--- src/rtl/sfm_pkg.sv ---
// Shared constants, types and state codes for the stereo FIR block.
package sfm_pkg;

    localparam int TAPS_DEFAULT       = 256;
    localparam int COEF_WIDTH_DEFAULT = 16;
    localparam int SAMPLE_W           = 16;
    localparam int TAP_W              = 8;
    localparam int ACC_W              = 40;

    localparam logic MODE_SAMPLE = 1'b0;
    localparam logic MODE_COEF   = 1'b1;

    typedef enum logic [1:0] {
        ST_CLEAR,
        ST_IDLE,
        ST_RUN,
        ST_DRAIN
    } state_t;

    typedef struct packed {
        logic vld;
        logic first;
        logic last;
    } mac_ctrl_t;

endpackage

--- src/rtl/sfm_mac.sv ---
// Dual multiply-accumulate datapath: one left and one right product per cycle.
module sfm_mac #(
    parameter int COEF_WIDTH = sfm_pkg::COEF_WIDTH_DEFAULT
) (
    input  logic                                clk,
    input  logic                                rst_n,
    input  sfm_pkg::mac_ctrl_t                  ctrl,
    input  logic signed [sfm_pkg::SAMPLE_W-1:0] x,
    input  logic signed [COEF_WIDTH-1:0]        lc,
    input  logic signed [COEF_WIDTH-1:0]        rc,
    output logic signed [sfm_pkg::ACC_W-1:0]    acc_l,
    output logic signed [sfm_pkg::ACC_W-1:0]    acc_r,
    output logic                                done
);

    localparam int PROD_W = sfm_pkg::SAMPLE_W + COEF_WIDTH;

    sfm_pkg::mac_ctrl_t               ctrl_reg;
    logic signed [PROD_W-1:0]         prod_l_reg, prod_r_reg;
    logic signed [PROD_W-1:0]         prod_l_next, prod_r_next;
    logic signed [sfm_pkg::ACC_W-1:0] acc_l_reg, acc_r_reg;
    logic signed [sfm_pkg::ACC_W-1:0] acc_l_next, acc_r_next;
    logic signed [sfm_pkg::ACC_W-1:0] base_l, base_r;
    logic                             done_reg;

    assign prod_l_next = x * lc;
    assign prod_r_next = x * rc;

    assign base_l     = ctrl_reg.first ? '0 : acc_l_reg;
    assign base_r     = ctrl_reg.first ? '0 : acc_r_reg;
    assign acc_l_next = base_l + sfm_pkg::ACC_W'(prod_l_reg);
    assign acc_r_next = base_r + sfm_pkg::ACC_W'(prod_r_reg);

    always_ff @(posedge clk or negedge rst_n)
    begin
        if (!rst_n)
        begin
            ctrl_reg <= '0;
            done_reg <= 1'b0;
        end
        else
        begin
            ctrl_reg <= ctrl;
            done_reg <= ctrl_reg.vld & ctrl_reg.last;
        end
    end

    always_ff @(posedge clk)
    begin
        prod_l_reg <= prod_l_next;
        prod_r_reg <= prod_r_next;
        if (ctrl_reg.vld)
        begin
            acc_l_reg <= acc_l_next;
            acc_r_reg <= acc_r_next;
        end
    end

    assign acc_l = acc_l_reg;
    assign acc_r = acc_r_reg;
    assign done  = done_reg;

endmodule

--- config.mk ---
export PLATFORM = sky130hd
export DESIGN_NAME = sfm_mac
export DESIGN_NICKNAME = d
export VERILOG_FILES = /design/src/rtl/sfm_pkg.sv /design/src/rtl/sfm_mac.sv
export SDC_FILE = /design/constraint.sdc
export NUM_CORES = 2
export LEC_CHECK = 0
export ABC_CLOCK_PERIOD_IN_PS = 5800
export CAP_MARGIN = 30
export CORE_AREA = 3 3 230 232
export DETAILED_ROUTE_END_ITERATION = 8
export DIE_AREA = 0 0 233 235
export DONT_BUFFER_PORTS = 1
export GPL_TIMING_DRIVEN = 0
export PLACE_DENSITY = 0.67
export SETUP_SLACK_MARGIN = 0.02
export SLEW_MARGIN = 40
export SYNTH_ARGS = -nofsm -noshare
export SYNTH_HDL_FRONTEND = slang
export SYNTH_SLANG_ARGS = --single-unit
--- constraint.sdc ---
create_clock -name clk -period 5.8 [get_ports clk]
set_input_delay 0.87 -clock clk [delete_from_list [all_inputs] [get_ports clk]]
set_output_delay 0.87 -clock clk [all_outputs]
set_load 0.01 [all_outputs]
## Yosys cells after proc, flatten, opt, wreduce, memory -nomap -nowiden

Index checks and enable logic that the tools add are counted.

| word-level totals | value |
|---|---|
| flip-flop bits (word level) | 148 |
| logic and storage cells | 15 |
| input port bits | 53 |
| output and inout port bits | 81 |

| cells by class | value |
|---|---|
| bitwise operators | 1 |
| add/sub/neg operators | 2 |
| multipliers | 2 |
| muxes and demuxes | 2 |

Operator list:

| kind | number |
|---|---|
| adder 40 x 32 -> 40 bit | 2 |
| 2-to-1 mux 40 bit | 2 |
| multiplier 16 x 16 -> 32 bit | 2 |
| AND 1 bit | 1 |

## Depth between registers and ports, before layout

| logic depth | value |
|---|---|
| word-level depth | 2 |
| mapped depth | 25 |
| depth with buffers taken out | 23 |

## Least setup slack after synthesis

No wires, ideal clock.

| timing path | value |
|---|---|
| kind | input -> register |
| from | in lc[1] |
| to | reg prod_l_reg[30] |
| data required time | 5.721 ns |
| slack | -0.830 ns |
| data arrival time | 6.551 ns |
| path buffers | 2 |
| library setup time | 0.079 ns |
| cell stages on the path | 24 |
| cell sequence | clkbuf_1 > nand2_1 > inv_1 > fa_1 > inv_1 > fa_1 > fa_1 > fa_1 > inv_1 > fa_1 > inv_1 > fa_1 > inv_1 > ha_1 > clkbuf_1 > a21o_1 > a21oi_1 > nor2_1 > nor2_1 > o21ai_0 > a41o_1 > o41ai_4 > or4b_1 > o211ai_1 |

| between the ends | value |
|---|---|
| longest elaborated chain between the ends | 1 |

Ends and longest elaborated chain:

| item | RTL line | RTL |
|---|---|---|
| start, declared | sfm_mac.sv:9 | `input logic signed [COEF_WIDTH-1:0] lc,` |
| multiplier 16 x 16 -> 32 bit | sfm_mac.sv:26 | `assign prod_l_next = x * lc;` |
| via prod_l_next[30] | sfm_mac.sv:20 | `logic signed [PROD_W-1:0] prod_l_next, prod_r_next;` |
| end signal, assigned | sfm_mac.sv:50 | `prod_l_reg <= prod_l_next;` |
| end, declared | sfm_mac.sv:19 | `logic signed [PROD_W-1:0] prod_l_reg, prod_r_reg;` |

The timed path passes the listed nets, and every way through them passes these cells.
A chain may end at the register's enable or synchronous reset.

## Worst setup path after layout

| timing path | value |
|---|---|
| from | in x[5] (netlist name) |
| to | reg prod_l_reg[30] |

| between the ends | value |
|---|---|
| longest elaborated chain between the ends | 1 |

Ends and longest elaborated chain:

| item | RTL line | RTL |
|---|---|---|
| start, declared | sfm_mac.sv:8 | `input logic signed [sfm_pkg::SAMPLE_W-1:0] x,` |
| multiplier 16 x 16 -> 32 bit | sfm_mac.sv:26 |  |
| via prod_l_next[30] | sfm_mac.sv:20 |  |

The timed path passes the listed nets, and every way through them passes these cells.

==> metrics <==
Max Cap Viol=0; grt ovf=0; root buffer selected by CTS=clkbuf_16; CTS tree=built; Post-Place Cell Area=29500 sq um; Post-synth ARST share=2.70%; vias in the first global route=22078; DRC viols=0; worst skew pair latency=0.47 ns; clk slew on worst S/H paths=0.07 ns; maximum root-to-sink buffer count=2; YS warnings=0; Seq/Total Area, Yosys=13.5%; Critical Setup Path Class=input pin to flip-flop; GRT Overall Usage=27.7%; commonest non-fill, non-tap cell in the layout=inv_1; #FFs+latches synth=148; syn nets=3823; WP data arrival=6.51 ns; nets@finish=3904; Core Util, Final=62.0%; die width=233 microns; worst path required time=6.18 ns; Highest Clock Rate=163 MHz; P&R area growth vs syn=13.0%; post-synth top area share=37.5%; drt first pass iters=5; Post-Route WL=73700 microns; critical path endpoint category=flip-flop; worst-path maximum fanout=5; violated checks=negative setup slack; outcome=finished, violations left; Mapped Cells=3002; I/O pin total=134; Post-synth EDFFs=80; fin crit share=106%; vias=20977; Core ar.=51200 sq um; post-route antenna net violation count=0; r2r startpoint=ctrl_reg[1]; Final min period=6.13 ns; post-DR wirelength/cell=19.5 microns; CTS Buf Count=17; Final Setup Violations=7; worst slew pin tran=0.780 ns; synthesized area=28100 sq um; CTS sink count=148; row cnt=83; post-synth top area cell=fa_1; worst rel slew slack=48.0%; share of cells above drive strength 1=12.4%; crit path from=x[5]; H-tree Lvls=4; hold crit path type=input pin to async pin; estimated wirelength of the detail-placed design=59700 microns; RSZ-0062 raised after global routing=true; initial antenna violation count=5; first-iteration detailed-routing DRC count=1407; fin area=31700 sq um; most frequent cells in the layout=inv_1 (601), fa_1 (500), nand2_1 (282); first-pass GRT wire length=117000 microns; ys flop type=edfxtp_1; Worst Skew=0.0149 ns; Final Worst Setup Slack=-0.333 ns; Final Hold Fails=0; mean area per synthesized cell=9.35 sq um; number of port buffers=0; Synth area leaders=fa_1 (38%), ha_1 (11%), edfxtp_1 (8.6%); Final Max Slew Viols=0; Die ar.=54800 sq um; Die H=235 microns; CP startpoint kind=input pin; post-synth cell types=72; Setup WS pre-CTS=-1.37 ns; largest net degree at the start of global routing=40; initial core utilization=54.8%; RePlAce Congestion=0.951; vias per cell=5.55
## cell usage after synthesis (64+ instances only)
cell	count
dfxtp_1	64
nor2_1	98
nand2_1	295
fa_1	526
nor2b_1	86
inv_1	629
and2_1	255
edfxtp_1	80
a21oi_1	104
clkbuf_1	101
ha_1	242
xnor2_1	103
## worst paths after layout
path                       slack (ns)  cells after the start        endpoint
setup / recovery                -0.33                     22  prod_l_reg[30]
hold reg to reg                  0.45                      1            done
setup reg to reg                 0.52                     15       acc_r[38]
hold / removal                   0.09                      0     ctrl_reg[2]
max in group asynchronous        5.63                      0     ctrl_reg[2]
min in group clk                 0.42                      0     ctrl_reg[2]
## kinds of logic (layout without fill, tap and decap cells)
family	after synthesis	after routing	share of synthesized area (%)
AOI/OAI and AO/OA	367	367	8.85
xor gates and xnor gates	133	133	4.15
adders and majority gates	768	768	48.3
buffers and inverters	730	824	9.76
DFF	148	148	13.5
muxes	2	2	0.0758
other	0	4	0
and+or+nand+nor	854	854	15.4
## critical path, stage by stage
cell and delay [ns]:
clkbuf_16 0.14, and2_4 0.14, fa_1 0.56, inv_2 0.05
fa_1 0.54, inv_2 0.04, fa_1 0.53, fa_1 0.44
fa_1 0.49, inv_1 0.05, fa_1 0.49, inv_2 0.05
ha_4 0.21, a21o_1 0.16, a21oi_2 0.19, nor2_2 0.08
o41ai_4 0.30, o2bb2ai_4 0.14, a41o_1 0.24, o41ai_4 0.23
or4b_1 0.47, o211ai_1 0.11
## layer usage
metal,global-route usage [%],vias up,wire (microns)
met5,0,-,11
met4,7.63,2,1690
met3,7.23,106,6590
met2,42.0,660,33400
met1,39.5,10749,32000
li1,-,9460,-
## through the flow
step,instances,hold WS (ns),setup TNS [ns]
4_1_cts,3743,0.0664,-0.799
6_report,3780,0.0901,-0.979
3_5_place_dp,3684,0.438,-25.04
2_1_floorplan,3002,0.428,-1.57
5_1_grt,3777,0.0689,-3.05
3_3_place_gp,3682,0.435,-23.05
## layout make-up
cell class                 instances  area (sq um)
multi-input combinational       2124         22500
fill                            4372         19500
sequential                       148          3790
inverter                         629          2360
buffer                           100          1060
tap                              680           851
timing repair buffer              63           551
clock buffer                      19           443
clock inverter                    13           150
antenna                            4          10.0
## what timing repair did
item / CTS / global route
resized for setup: 154 / 201
cloned: 0 / 1
setup buffers: 29 / 37
pin swaps: 53 / 80
endpoints found under the setup margin: 28 / 24
hold buffers: 0 / 0
Power is left out: the tool's default activity adds up to more than one toggle a clock period on the data nets, which glitch-free logic cannot reach.
